## src/sv/dfg_pkg.sv

```systemverilog
// ============================================================================
// dfg_pkg: shared constants for the distance falloff gain block
// Default widths and configuration register indexes.
// ============================================================================
`default_nettype none

package dfg_pkg;

  localparam int unsigned COORD_BITS_DEF     = 24;
  localparam int unsigned GAIN_FRAC_BITS_DEF = 15;

  localparam int unsigned CFG_IDX_BITS = 3;

  typedef enum logic [CFG_IDX_BITS-1:0] {
    CFG_ZONE_X       = 3'd0,
    CFG_ZONE_Y       = 3'd1,
    CFG_ZONE_Z       = 3'd2,
    CFG_INNER_RADIUS = 3'd3,
    CFG_OUTER_RADIUS = 3'd4
  } cfg_idx_t;

endpackage

`default_nettype wire

```

## src/sv/dfg_isqrt.sv

```systemverilog
// ============================================================================
// dfg_isqrt: pipelined integer square root
// Digit-by-digit floor root, one result bit per register stage.
// ============================================================================
`default_nettype none

module dfg_isqrt #(
  parameter int unsigned IN_W = 2 * dfg_pkg::COORD_BITS_DEF + 2
) (
  input  logic                clk,
  input  logic                rst_n,
  input  logic                en,
  input  logic                in_vld,
  input  logic [IN_W-1:0]     in_val,
  output logic                out_vld,
  output logic [IN_W/2-1:0]   out_root
);

  localparam int unsigned OUT_W = IN_W / 2;
  localparam int unsigned REM_W = OUT_W + 1;
  localparam int unsigned SH_W  = OUT_W + 3;

  logic             vld_r  [OUT_W];
  logic [REM_W-1:0] rem_r  [OUT_W];
  logic [OUT_W-1:0] root_r [OUT_W];
  logic [IN_W-1:0]  rad_r  [OUT_W];

  for (genvar k = 0; k < OUT_W; k++) begin : g_stage
    logic             v_in;
    logic [REM_W-1:0] rem_in;
    logic [OUT_W-1:0] root_in;
    logic [IN_W-1:0]  rad_in;
    logic [SH_W-1:0]  sh;
    logic [SH_W-1:0]  trial;
    logic             ge;
    logic [REM_W-1:0] rem_nxt;
    logic [OUT_W-1:0] root_nxt;
    logic [IN_W-1:0]  rad_nxt;

    if (k == 0) begin : g_first
      assign v_in    = in_vld;
      assign rem_in  = '0;
      assign root_in = '0;
      assign rad_in  = in_val;
    end else begin : g_next
      assign v_in    = vld_r[k-1];
      assign rem_in  = rem_r[k-1];
      assign root_in = root_r[k-1];
      assign rad_in  = rad_r[k-1];
    end

    // bring down the next bit pair and try the next root bit
    assign sh       = {rem_in, rad_in[IN_W-1 -: 2]};
    assign trial    = {1'b0, root_in, 2'b01};
    assign ge       = (sh >= trial);
    assign rem_nxt  = ge ? REM_W'(sh - trial) : REM_W'(sh);
    assign root_nxt = {root_in[OUT_W-2:0], ge};
    assign rad_nxt  = {rad_in[IN_W-3:0], 2'b00};

    always_ff @(posedge clk) begin
      if (!rst_n) begin
        vld_r[k] <= 1'b0;
      end else if (en) begin
        vld_r[k] <= v_in;
      end
    end

    always_ff @(posedge clk) begin
      if (en) begin
        rem_r[k]  <= rem_nxt;
        root_r[k] <= root_nxt;
        rad_r[k]  <= rad_nxt;
      end
    end
  end

  assign out_vld  = vld_r[OUT_W-1];
  assign out_root = root_r[OUT_W-1];

endmodule

`default_nettype wire

```

## config.mk

```make
export PLATFORM = sky130hd
export DESIGN_NAME = dfg_isqrt
export DESIGN_NICKNAME = d
export VERILOG_FILES = /design/src/sv/dfg_pkg.sv /design/src/sv/dfg_isqrt.sv
export SDC_FILE = /design/constraint.sdc
export NUM_CORES = 2
export LEC_CHECK = 0
export BUFFER_PORTS_ARGS = -buffer_cell sky130_fd_sc_hd__buf_2
export CAP_MARGIN = 20
export CELL_PAD_IN_SITES_DETAIL_PLACEMENT = 0
export CELL_PAD_IN_SITES_GLOBAL_PLACEMENT = 1
export CORE_ASPECT_RATIO = 0.9
export CORE_MARGIN = 5
export CORE_UTILIZATION = 35
export CTS_BUF_LIST = sky130_fd_sc_hd__clkbuf_4
export CTS_CLUSTER_DIAMETER = 40
export DETAILED_ROUTE_END_ITERATION = 8
export MAX_ROUTING_LAYER = met4
export PLACE_DENSITY = 0.64
export SLEW_MARGIN = 15
export SYNTH_ARGS = -nofsm -noshare
export SYNTH_HDL_FRONTEND = slang
export SYNTH_SLANG_ARGS = --single-unit
export TNS_END_PERCENT = 10
```

## constraint.sdc

```tcl
create_clock -name clk -period 3.9 [get_ports clk]
set_input_delay 0.39 -clock clk [delete_from_list [all_inputs] [get_ports clk]]
set_output_delay 0.39 -clock clk [all_outputs]
set_load 0.02 [all_outputs]
```

## Word level (Yosys, flattened, before mapping)

Memories as Yosys holds them, arrays and structs flattened.
Index checks and enable logic that the tools add are counted.

- Register bits after elaboration: 0
- Memory bits (writable): 2,500
- Input bits: 54
- Output and inout bits: 26
- Logic and storage cells: 134
- Memories: 4

Memory list:

| memory | depth | width | read ports | clocked after memory_dff | write ports | RTL line | RTL |
|---|---|---|---|---|---|---|---|
| rad_r | 25 | 48 | 24 | 0 | 25 | dfg_isqrt.sv:26 | `logic [IN_W-1:0] rad_r [OUT_W];` |
| rem_r | 25 | 26 | 24 | 0 | 25 | dfg_isqrt.sv:24 | `logic [REM_W-1:0] rem_r [OUT_W];` |
| root_r | 25 | 25 | 25 | 0 | 25 | dfg_isqrt.sv:25 | `logic [OUT_W-1:0] root_r [OUT_W];` |
| vld_r | 25 | 1 | 25 | 0 | 25 | dfg_isqrt.sv:23 | `logic vld_r [OUT_W];` |

- Add/subtract/negate cells: 25
- Magnitude comparators: 25
- Multiplexer cells: 55
- Bitwise operators: 25

Operators by type and width:

| kind | count |
|---|---|
| $ge 28x27->1 | 24 |
| $mux 26 | 25 |
| $sub 26x26->26 | 24 |
| $mux 1 | 30 |
| $or 1x1->1 | 25 |
| $sub 2x1->3 const B | 1 |
| $ge 2x1->1 const B | 1 |

## Logic depth before layout (Yosys ltp)

- Depth in word-level cells: 4
- Gate-level depth with buffers: 15
- Mapped depth without buffers: 12

## Worst setup path before layout

OpenSTA, ideal clock, no wires.

- Path kind: reg-to-reg
- From: mem rem_r[2][104] (netlist bit)
- To: mem rem_r[2][137] (netlist bit), data pin
- Library setup time: 0.262 ns
- Arrival time: 2.947 ns
- Required time: 3.638 ns
- Path slack: 0.691 ns
- Cell stages (with the launch flop): 13
- Path buffers: 1
- Clock period less this slack: 3.209 ns
- Cell sequence: edfxtp_1 -> ha_1 -> nor2b_1 -> o31a_1 -> o31ai_4 -> a211oi_1 -> a311oi_2 -> a21oi_1 -> o21a_1 -> nor2_2 -> inv_2 -> buf_6 -> mux2_1

RTL lines:

| element | RTL line |
|---|---|
| start: declaration | dfg_isqrt.sv:24 |

==> qor.csv <==
metric,value,unit
portBuffers,79,
numCtsBuffers,428,
cts_htree_levels,5,
highest_layer,met4,
grt-ovfl-total,0,
cpMaxStageDelayCell,edfxtp_1,
fin_crit_sh,0.922,
path_max_fanout,23,
ys_top_cells_by_count,"edfxtp_1, inv_1, ha_1",
start_util,0.352,
n_fill_cell,19200,
leakagePower,31.5,nW
ctsResizeCount,0,
start_kind,flop,
synth_area_leaders,"edfxtp_1, ha_1, xnor2_1",
grt_pass1_wl,227000,um
ant_nets,0,
cp_slowest_stage_delay,0.40,ns
synth_top_area_frac,0.654,
grt_usage,0.137,
ys_ff_latch,1539,
detail_route.wl_per_cell,15.9,um
status,completed,
area_delta_synth_final,14.8,%
hold_class,input port to flop,
fin_tns_setup,0,ns
ir_drop,315,uV
wl_met1,62800,um
drv_slew,0,
dr_total_vias,42400,
drc,0,
fin_skew,0.110,ns
cp.arrival,4.57,ns
ctsLongestPathBuffers,4,
async_flop_share,0,
path_class,flop to flop,
dp_hpwl,98500,um
ios,80,
cp.required,4.88,ns
whs,0.285,ns
synthFlopType,edfxtp_1,
synth_nets,5727,
route.met3.wl,6200,um
synth_cell_types,95,
row_count,156,
nets,6350,
finalCriticalPeriod,3.60,ns
rsz0062_at_grt,false,
die_area,0.211,mm2
powerDensity,536,mW/mm2
yosysMostFrequentCell,edfxtp_1,
die-width,483,um
drive_gt1_frac,0.145,
syn_inst,5321,
synth-edff-count,1538,
drtIter0Drc,2345,
core,0.201,mm2
hold_viol,0,
syn_area_per_cell,13.3,um2
wl_met2,68300,um
path_clk_slew,0.06,ns
wirelength,142000,um
clk_latency,1.30,ns
fmax,0.278,GHz
root_buffer,clkbuf_4,
grt_pass1_vias,43000,
path_buf_inv,2,
synth_top_area_cell,edfxtp_1,
cts_tree,yes,
ys_warn_count,0,
cts.sinks,1539,
firstDrtPassIters,5,
routabilityCongestion,0.836,
die_y,436,um
worst_pin_slew,0.999,ns
setup_viol,0,
end_kind,flop,
crit_family,compound AO/OA/AOI/OAI gates,
postPlaceCellArea,0.0748,mm2
viasPerCell,4.76,
grt_max_degree,144,
antenna_found_initial,3,
ys_seq_area_frac,0.655,
cp_cell_sequence,"ha_1, nor2b_1, o31a_1, o31ai_4, a211oi_1, buf_4, a311oi_2, a21oi_1, o21a_1, nor2_2, inv_2, mux2_1",
drv_cap,0,
syn_area,0.0706,mm2
slew_headroom,0.329,
final_area,0.0810,mm2
==> cell families after synthesis <==
logic type	count (synthesis)	synth area share
compound gates	999	0.0884
xor+xnor	467	0.0580
fa+ha+maj	352	0.0624
buf+inv	516	0.0280
flops	1539	0.655
mux	67	0.0105
other cells	1	0.0000531
simple gates	1380	0.0980
==> state kept, by name, indices dropped and copies added (netlist names) <==
name	flops
rem_r	589
vld_r	25
root_r	325
rad_r	600
==> cell type report <==
class                      instances  area [um2]  area share
sequential                      1539       46200       0.570
multi-input combinational       3266       22400       0.277
clock buffer                     603        4530      0.0559
tap                             2686        3360      0.0415
timing repair buffer             273        2350      0.0290
inverter                         436        1640      0.0202
clock inverter                    91         503     0.00621
antenna                           10        25.0    0.000309
==> cells in the final DEF (no fill, tap or decap), types with 19 or more instances in the layout <==
cell / Yosys / final
or2_2: 28 / 28
mux2_2: 42 / 42
buf_4: 1 / 67
a21o_1: 123 / 123
and3_1: 59 / 59
o21a_1: 72 / 72
xnor2_1: 251 / 251
a21oi_1: 350 / 350
o21bai_1: 21 / 21
a211oi_1: 35 / 34
or3_1: 50 / 50
clkinv_1: 1 / 62
o31ai_1: 39 / 39
nor4_1: 54 / 54
ha_1: 352 / 352
nand3_1: 85 / 85
nand4_1: 49 / 49
edfxtp_1: 1538 / 1538
dlygate4sd3_1: 0 / 110
o21ai_1: 19 / 19
buf_2: 14 / 78
nand2b_1: 71 / 71
nor2_1: 348 / 348
clkbuf_4: 0 / 603
nor3_1: 140 / 140
nand2_1: 326 / 326
xor2_1: 216 / 216
o21ai_0: 195 / 195
nor2b_1: 58 / 58
or4_1: 24 / 24
a31oi_1: 22 / 21
inv_1: 433 / 433
==> where the power goes <==
part           internal (mW)  total (mW)  switching, mW
Sequential              20.7        21.9           1.22
Clock                   7.34        13.8           6.41
Combinational           3.44        7.79           4.35
==> per-layer routing <==
metal	up-vias	global-route usage
li1	21200	-
met1	20000	0.168
met2	813	0.221
met3	347	0.0300
met4	0	0.0540
met5	-	-
==> repair_timing <==
item,4_1_cts,5_1_grt
setup buffers,0,4
endpoints found under the setup margin,0,2
hold buffers,110,0
hold endpoints to repair,840,0
==> worst register-to-register path: cells and delay by family, from the launching register on <==
family                   cells  cell delay [ns]
buffers and inverters        2             0.41
multiplexers                 1             0.40
flip-flops                   1             0.40
adder cells (fa/ha/maj)      1             0.36
AND/OR/NAND/NOR              2             0.34
AO/OA/AOI/OAI                6             1.41
==> through the flow <==
step / setup WS [ns] / total power [mW] / cells / utilization
finish: 0.305 / 43.5 / 8904 / 0.404
global route: 0.00411 / 46.3 / 8904 / 0.404
CTS: 0.279 / 44.4 / 8889 / 0.404
detailed placement: 0.295 / 30.0 / 8085 / 0.373
global placement: 0.391 / 30.0 / 8085 / 0.373
floorplan: 0.691 / 27.4 / 5321 / -
==> final timing paths <==
check | cells past startpoint | slack (ns) | startpoint | endpoint
setup / recovery | 12 | 0.30 | rem_r[2][104] | rem_r[2][149]
hold / removal | 2 | 0.28 | en | rem_r[1][106]
setup reg to reg | 12 | 0.30 | rem_r[2][104] | rem_r[2][149]
hold reg to reg | 0 | 0.35 | rad_r[3][32] | rad_r[3][82]
Note: power is estimated with default switching activity, not from simulation.
