<file path="config.mk">
export PLATFORM = sky130hd
export DESIGN_NAME = dfg_div
export DESIGN_NICKNAME = d
export VERILOG_FILES = /design/src/sv/dfg_pkg.sv /design/src/sv/dfg_div.sv
export SDC_FILE = /design/constraint.sdc
export NUM_CORES = 1
export LEC_CHECK = 0
export BUFFER_PORTS_ARGS = -buffer_cell sky130_fd_sc_hd__buf_4
export CAP_MARGIN = 20
export CORE_MARGIN = 1
export CORE_UTILIZATION = 25
export DETAILED_ROUTE_END_ITERATION = 6
export HOLD_SLACK_MARGIN = 0.12
export PLACE_DENSITY = 0.45
export SLEW_MARGIN = 20
export SYNTH_ARGS = -nofsm -noshare
export SYNTH_HDL_FRONTEND = slang
export SYNTH_SLANG_ARGS = --single-unit
</file>
<file path="constraint.sdc">
create_clock -name clk -period 3.2 [get_ports clk]
set_input_delay 0.32 -clock clk [delete_from_list [all_inputs] [get_ports clk]]
set_output_delay 0.32 -clock clk [all_outputs]
set_load 0.01 [all_outputs]
</file>
<file path="src/sv/dfg_pkg.sv">
// ============================================================================
// dfg_pkg: shared constants for the distance falloff gain block
// Default widths and configuration register indexes.
// ============================================================================
`default_nettype none

package dfg_pkg;

  localparam int unsigned COORD_BITS_DEF     = 24;
  localparam int unsigned GAIN_FRAC_BITS_DEF = 15;

  localparam int unsigned CFG_IDX_BITS = 3;

  typedef enum logic [CFG_IDX_BITS-1:0] {
    CFG_ZONE_X       = 3'd0,
    CFG_ZONE_Y       = 3'd1,
    CFG_ZONE_Z       = 3'd2,
    CFG_INNER_RADIUS = 3'd3,
    CFG_OUTER_RADIUS = 3'd4
  } cfg_idx_t;

endpackage

`default_nettype wire

</file>
<file path="src/sv/dfg_div.sv">
// ============================================================================
// dfg_div: pipelined restoring divider
// Divides a numerator no larger than the divisor, shifted left by the
// quotient's fraction bits; one quotient bit per register stage.
// ============================================================================
`default_nettype none

module dfg_div #(
  parameter int unsigned NUM_W  = dfg_pkg::COORD_BITS_DEF - 1,
  parameter int unsigned Q_W    = dfg_pkg::GAIN_FRAC_BITS_DEF + 1,
  parameter int unsigned SIDE_W = 1
) (
  input  logic              clk,
  input  logic              rst_n,
  input  logic              en,
  input  logic              in_vld,
  input  logic [NUM_W-1:0]  in_num,
  input  logic [NUM_W-1:0]  in_den,
  input  logic [SIDE_W-1:0] in_side,
  output logic              out_vld,
  output logic [Q_W-1:0]    out_quo,
  output logic [SIDE_W-1:0] out_side
);

  logic              vld_r  [Q_W];
  logic [NUM_W-1:0]  rem_r  [Q_W];
  logic [NUM_W-1:0]  den_r  [Q_W];
  logic [Q_W-1:0]    quo_r  [Q_W];
  logic [SIDE_W-1:0] side_r [Q_W];

  for (genvar k = 0; k < Q_W; k++) begin : g_stage
    logic              v_in;
    logic [NUM_W-1:0]  rem_in;
    logic [NUM_W-1:0]  den_in;
    logic [Q_W-1:0]    quo_in;
    logic [SIDE_W-1:0] side_in;
    logic [NUM_W:0]    sh;
    logic              ge;
    logic [NUM_W-1:0]  rem_nxt;

    if (k == 0) begin : g_first
      // top quotient bit: numerator compared unshifted
      assign v_in    = in_vld;
      assign rem_in  = in_num;
      assign den_in  = in_den;
      assign quo_in  = '0;
      assign side_in = in_side;
      assign sh      = {1'b0, rem_in};
    end else begin : g_next
      assign v_in    = vld_r[k-1];
      assign rem_in  = rem_r[k-1];
      assign den_in  = den_r[k-1];
      assign quo_in  = quo_r[k-1];
      assign side_in = side_r[k-1];
      assign sh      = {rem_in, 1'b0};
    end

    assign ge      = (sh >= {1'b0, den_in});
    assign rem_nxt = ge ? NUM_W'(sh - {1'b0, den_in}) : NUM_W'(sh);

    always_ff @(posedge clk) begin
      if (!rst_n) begin
        vld_r[k] <= 1'b0;
      end else if (en) begin
        vld_r[k] <= v_in;
      end
    end

    always_ff @(posedge clk) begin
      if (en) begin
        rem_r[k]  <= rem_nxt;
        den_r[k]  <= den_in;
        quo_r[k]  <= {quo_in[Q_W-2:0], ge};
        side_r[k] <= side_in;
      end
    end
  end

  assign out_vld  = vld_r[Q_W-1];
  assign out_quo  = quo_r[Q_W-1];
  assign out_side = side_r[Q_W-1];

endmodule

`default_nettype wire

</file>
* After elaboration in Yosys (flattened, before gate mapping)
Memories as Yosys holds them, arrays and structs flattened. Cells that the tools add are included.
Word-level totals: memories kept 5, bits in writable memories 1024, bits of input ports 51, bits in registers 0, output and inout port bits 18
Memory list:
- den_r | words 16, width 23, rd ports 15, clocked after Yosys merged registers in 0, wr ports 16, line dfg_div.sv:27 | logic [NUM_W-1:0] den_r [Q_W];
- rem_r | words 16, width 23, rd ports 15, clocked after Yosys merged registers in 0, wr ports 16, line dfg_div.sv:26 | logic [NUM_W-1:0] rem_r [Q_W];
- quo_r | words 16, width 16, rd ports 16, clocked after Yosys merged registers in 0, wr ports 16, line dfg_div.sv:28 | logic [Q_W-1:0] quo_r [Q_W];
- side_r | words 16, width 1, rd ports 16, clocked after Yosys merged registers in 0, wr ports 16, line dfg_div.sv:29 | logic [SIDE_W-1:0] side_r [Q_W];
- vld_r | words 16, width 1, rd ports 16, clocked after Yosys merged registers in 0, wr ports 16, line dfg_div.sv:25 | logic vld_r [Q_W];
Operators by class: mux-type cells 37, bitwise gates (word level) 16, add/subtract/negate cells 16, magnitude comparators 16
Operators with widths (number):
- 2-to-1 mux 23 bit | 16
- subtractor 23 bit | 16
- greater-or-equal comparator 24 x 23 -> 1 bit | 15
- greater-or-equal comparator 23 bit | 1
- 2-to-1 mux 1 bit | 21
- OR 1 bit | 16

* Depth between registers and ports, before layout
Gate-level depths: netlist (run 1).
word-level depth 4, depth in mapped cells 14, depth with buffers taken out 13

* Worst setup path after synthesis (run 1)
Ideal clock, no wire load.
path kind register to register, start point mem rem_r[8][0] (netlist name), end point mem rem_r[9][22] (netlist name), data pin, stages on the path, launching flop included 11, path slack 0.102 ns, data required time 2.933 ns, data arrival time 2.831 ns, cell sequence edfxtp_1 -> fa_1 -> a21o_1 -> a221oi_2 -> o21ai_1 -> a311o_1 -> a2111oi_4 -> o31ai_1 -> a21oi_1 -> xor2_1 -> o21ai_0
RTL lines (line):
- from (decl) | dfg_div.sv:26

==> results.cfg, run 1 <==
[sta]
hold_viol = 0
fin_skew_ns = 0.03402
slew_headroom_pct = 52.26
rsz0062_at_grt = true
tns_ns = 0
min_period_ns = 3.170
max_freq_mhz = 315.5
report.final.slew_viol_count = 0
post-route-period-util_pct = 99.06
hold_ws_ns = 0.2114
tightestPinTransition_ns = 0.7160
setup_violations = 0

[drt]
vias = 31440
vias_per_cell = 4.350
finalWirelength_mm = 106.8
first_pass_iters = 7
drc = 8
antenna_left = 0
wl_per_cell_um = 14.77
drt_iter0_drc = 1314

[clock_network]
clock-sinks = 858
clk_pin_slew_ns = 0.05
tritoncts = done
clk_latency_ns = 0.73
cts_buffer_depth = 3
h-tree-depth = 3
cts_made_buffers = 101
cts_root_buf = clkbuf_16

[job]
drv_cap = 0

[layout]
syn_to_final_growth_pct = 24.13
nets = 5082
final_common_cell = edfxtp_1
layout_common_cells = edfxtp_1 (857), buf_4 (442), inv_1 (428)
layout-drive-gt1-share_pct = 19.26
fill_cells = 19054
final_cells = 7227
post-route-util_pct = 31.27

[worst_setup_path]
crit_fanout = 4
required_ns = 3.67
critPathArrivalTime_ns = 3.64
slowest_stage = o41a_1
cpPeakStageDelay_ns = 0.47
cp_common_cell = a211oi_2
cp.buffers_inverters = 2
crit_family = compound AO/OA/AOI/OAI gates
endpoint_kind = flip-flop
cp-start-kind = flip-flop
crit_chain = inv_2 -> fa_2 -> a211oi_2 -> nor2_2 -> o41a_1 -> a211oi_2 -> nor3_2 -> a41oi_2 -> o21ai_4 -> clkbuf_16 -> mux2_2
path_class = flip-flop to flip-flop

[logic_synthesis]
synth_edf_count = 857
postSynthAreaPerCell_um2 = 11.59
ys_ff_latch = 858
yosys_warnings = 0
synth_seq_area_share_pct = 54.38
syn-cell-area_um2 = 47360
synth-async-reset-ratio_pct = 0
yosys_most_used_dff = edfxtp_1
synth_fp_nets = 4518
synthCells = 4085
synth_cell_types = 83

[run_status]
status = finished, violations left
violations = DRC

[grt]
grt_pass1_wl_mm = 168.2
grt_pass1_vias = 32010
grt_max_degree = 128
grt.total_usage_pct = 10.88
antenna_found_initial = 0
overflow = 0

[die]
fp.dieH_um = 437.2
fp.dieArea_um2 = 191200
start_util_pct = 25.19
io_pins = 69
fp.coreArea_um2 = 188000
die_x_um = 437.2
std_cell_rows = 159

[power]
vdd_drop_max_mv = 0.4340
cellLeakagePower_nw = 24.07
power_density_nw_per_um2 = 949.9

[placement]
gp_congestion = 0.8384
place_hpwl_mm = 80.24
dpl.cell_count = 6939
io_buffers = 68

[min_path]
hold_class = input pin to flip-flop
cell type report:
cell class              count  area [µm²]  share of cell area, %
flip-flops and latches    858       25750                  43.81
well taps                2495        3122                  5.310
clock buffers             120        2641                  4.493
multi-input cells        2711       20280                  34.49
diodes                      1       2.502               0.004257
inverters                 435        1635                  2.782
clock inverters            65       658.1                  1.120
repair buffers            542        4695                  7.986
worst min-delay path, cell delays in order:
cell	delay (ns)
buf_4	0.11
inv_1	0.05
ha_1	0.19
a21oi_1	0.10
repair_timing:
item                       in CTS  in global routing
setup endpoints to repair     189                229
cloned                          0                 10
gates resized for setup        40                142
pin swaps                      22                 59
hold buffers                   50                  0
setup buffers                   5                 38
hold endpoints to repair       90                  0
layer usage:
metal / share of wire (%) / up-vias / global-route usage [%] / wire length, µm
met3: 2.6 / 162 / 1.650 / 2771
met2: 52 / 339 / 20.19 / 55660
met4: 3.0 / 0 / 4.089 / 3181
met1: 42 / 14845 / 12.45 / 45140
li1: - / 16094 / - / -
met5: 0 / - / 0 / 0
worst paths after layout:
path         slack (ns)  depth (start not counted)          from            to
max                0.03                         11   den_r[0][1]   rem_r[1][1]
min                0.21                          4     in_num[0]   rem_r[0][0]
max reg2reg        0.03                         11   den_r[0][1]   rem_r[1][1]
min reg2reg        0.41                          0  quo_r[1][48]  quo_r[1][65]
cells in the mapped netlist (6+ instances only):
cell,count,share of area (%)
edfxtp_1,857,54
o31ai_1,19,0.30
nor2_1,251,2.0
or2_2,7,0.092
xnor2_1,170,3.1
o41ai_1,8,0.15
o21a_1,42,0.67
a211oi_1,27,0.43
o211ai_1,20,0.32
o21ai_0,245,2.6
ha_1,367,9.7
nor3_1,42,0.44
o2111ai_1,7,0.13
and2_1,13,0.17
o21bai_1,34,0.54
a21oi_1,341,3.6
inv_1,435,3.4
nor2b_1,44,0.58
nand3b_1,8,0.13
mux2_2,131,3.1
xor2_1,121,2.2
fa_1,15,0.63
a31oi_1,35,0.46
and4_1,9,0.17
nand4_1,39,0.52
nand2_1,254,2.0
nand2b_1,48,0.63
a21o_1,157,2.5
a211o_1,13,0.24
a21boi_0,11,0.17
a31o_2,6,0.11
nand3_1,57,0.60
clkbuf_1,53,0.42
a221oi_1,6,0.11
a311oi_1,9,0.17
buf_2,23,0.24
or3_1,14,0.18
and3_1,45,0.59
o21ai_1,6,0.063
sequential cells by signal (all words and copies together) (netlist names):
name and flops:
rem_r 345, side_r 16, den_r 345, quo_r 136
vld_r 16
stage by stage:
step | setup slack [ns] | total power, mW | area, µm²
after floorplan | 0.1022 | 34.76 | 47360
after global placement | -0.3579 | 43.14 | 53770
after detailed placement | -0.2940 | 43.21 | 53770
after CTS | -0.007998 | 55.39 | 57770
after global routing | -0.09151 | 59.94 | 58780
final | 0.02996 | 55.84 | 58790
where the power goes:
| group | leakage (nW) | total [mW] | switching [mW] | internal, mW |
|---|---|---|---|---|
| Combinational | 14.1 | 26.1 | 13.3 | 12.8 |
| Clock | 1.60 | 11.5 | 4.66 | 6.83 |
| Sequential | 8.41 | 18.2 | 1.67 | 16.6 |
kinds of logic after synthesis:
| kind of cell | count (synthesis) | synth area share [%] |
|---|---|---|
| fa+ha+maj | 382 | 10.33 |
| mux | 135 | 3.199 |
| compound gates | 1050 | 14.05 |
| xor+xnor | 291 | 5.382 |
| flops | 858 | 54.38 |
| simple gates | 853 | 8.499 |
| buf+inv | 516 | 4.159 |
Note: power is estimated with default switching activity, not from simulation.
==> run 2, diff against run 1 <==
- PLACE_DENSITY: 0.45 -> default
==> run 2 against run 1 <==
  * The flow still finishes with violations (DRC)
  * Combinational power down 2%
  * Critical path depth is 2 higher
  * Core utilization fell by 0.62 points
  * First-iteration DRC count rose by 20%
  * Fmax increased by 0.37%
  * Clock-buffer cell count up 2
  * Critical path type unchanged
  * Critical endpoint is now rem_r[4][18]
  * Largest cell class unchanged
==> results.cfg, run 2 (same netlist as run 1, synthesis figures left out) <==
[clock_network]
clock-sinks = 858
h-tree-depth = 3
tritoncts = done
cts_made_buffers = 100
clk_pin_slew_ns = 0.06
cts_root_buf = clkbuf_16
cts_buffer_depth = 3
clk_latency_ns = 0.73

[layout]
syn_to_final_growth_pct = 21.66
antenna_cells = 0
reg.largest.list = den_r x345, rem_r x345, quo_r x136
layout-drive-gt1-share_pct = 16.69
layout_common_cells = edfxtp_1 (857), inv_1 (426), ha_1 (363)
final_common_cell = edfxtp_1
stdcell_area_um2 = 57610
nets = 4972
fill_cells = 18984

[die]
fp.dieArea_um2 = 191200
die_x_um = 437.2
start_util_pct = 25.19
fp.dieH_um = 437.2
io_pins = 69
std_cell_rows = 159
fp.coreArea_um2 = 188000

[sta]
setup_violations = 0
tns_ns = 0
rsz0062_at_grt = true
hold_viol = 0
hold_ws_ns = 0.2168
post-route-period-util_pct = 98.70
report.final.slew_viol_count = 0
slew_headroom_pct = 52.75
min_period_ns = 3.158
max_freq_mhz = 316.6
tightestPinTransition_ns = 0.7014
fin_skew_ns = 0.06207

[drt]
antenna_left = 0
highest_layer = met4
dr_wl_met2_mm = 52.04
drt_iter0_drc = 1580
m1WireLength_mm = 40.48
wl_per_cell_um = 14.10
wl_met3_mm = 2.900
finalWirelength_mm = 100.3
vias = 31268
drc = 9
first_pass_iters = 7
vias_per_cell = 4.395

[grt]
grt_pass1_vias = 31742
grt_max_degree = 114
grt.total_usage_pct = 10.00
antenna_found_initial = 0
overflow = 0
grt_pass1_wl_mm = 157.5

[job]
drv_cap = 0

[worst_setup_path]
critPathArrivalTime_ns = 3.62
crit_fanout = 5
path_class = flip-flop to flip-flop
cp-start-kind = flip-flop
required_ns = 3.66
endpoint_kind = flip-flop
crit_chain = inv_2 -> fa_2 -> a21oi_2 -> o21bai_1 -> a2111o_1 -> a311oi_2 -> o31a_1 -> o21ai_2 -> a21oi_2 -> buf_6 -> buf_12 -> inv_2 -> mux2_2
slowest_stage = a2111o_1
cpPeakStageDelay_ns = 0.41

[placement]
io_buffers = 68
dpl_cell_area_um2 = 53010
gp_congestion = 0.9028
place_hpwl_mm = 74.11

[power]
power_density_nw_per_um2 = 948.1
cellLeakagePower_nw = 23.44
vdd_drop_max_mv = 0.4558

[run_status]
status = finished, violations left
violations = DRC

[min_path]
hold_class = input pin to flip-flop
-- run 2: cell count changes in the layout (fill, tap and decap cells not counted), sizes merged, moves of 4 or more --
cell | before | now
buf | 483 | 374
bufinv | 12 | 7
clkinv | 48 | 44
inv | 437 | 441
-- run 2: where the power goes --
| part | switching [mW] | total, mW | internal (mW) |
|---|---|---|---|
| registers | 1.58 | 18.1 | 16.6 |
| logic | 13.2 | 25.6 | 12.3 |
| clock network | 4.61 | 10.9 | 6.31 |
| total | 19.4 | 54.6 | 35.2 |
-- run 2: layout make-up --
class | instances | area [µm²] | area share, %
sequential | 858 | 25750 | 44.70
tap | 2495 | 3122 | 5.418
inverter | 435 | 1633 | 2.834
clock buffer | 122 | 2585 | 4.487
clock inverter | 60 | 539.3 | 0.9360
timing repair buffer | 433 | 3816 | 6.624
multi-input combinational | 2711 | 20160 | 35.00
-- run 2: path summary, 6_finish.rpt --
| check | from | to | slack [ns] | cells past startpoint |
|---|---|---|---|---|
| setup / recovery | den_r[3][1] | rem_r[4][18] | 0.04 | 13 |
| setup reg to reg | den_r[3][1] | rem_r[4][18] | 0.04 | 13 |
| hold reg to reg | quo_r[0][81] | quo_r[0][98] | 0.41 | 0 |
| hold / removal | in_num[0] | rem_r[0][0] | 0.22 | 4 |
-- run 2: metrics by stage --
| stage | utilization [%] | power [mW] | std cells | worst slack (ns) |
|---|---|---|---|---|
| 6_report | 30.65 | 54.62 | 7114 | 0.04157 |
| 5_1_grt | 30.65 | 58.37 | 7114 | -0.1063 |
| 4_1_cts | 30.19 | 53.85 | 7074 | 0.0004676 |
| 3_5_place_dp | 28.20 | 42.40 | 6839 | -0.3135 |
| 3_3_place_gp | 28.20 | 42.05 | 6839 | -0.4070 |
| 2_1_floorplan | - | 34.76 | 4085 | 0.1022 |
-- run 2: critical path, delay by kind of cell, from the launching register on --
| kind | cells | cell delay [ns] |
|---|---|---|
| AOI/OAI and AO/OA | 7 | 1.48 |
| muxes | 1 | 0.26 |
| adders and majority gates | 1 | 0.40 |
| DFF | 1 | 0.37 |
| buffers and inverters | 4 | 0.37 |
-- run 2: what timing repair did --
| item | 4_1_cts | 5_1_grt |
|---|---|---|
| hold buffers | 51 | 0 |
| gates resized for setup | 23 | 113 |
| setup buffers | 2 | 30 |
| pin swaps | 13 | 65 |
| gates cloned | 0 | 11 |
| setup endpoints to repair | 92 | 185 |
| hold endpoints to repair | 98 | 0 |
-- run 2: layer usage --
metal | global-route usage [%] | vias to the layer above
li1 | - | 15872
met1 | 10.82 | 14675
met2 | 18.67 | 492
met3 | 1.737 | 229
met4 | 4.788 | 0
met5 | 0 | -
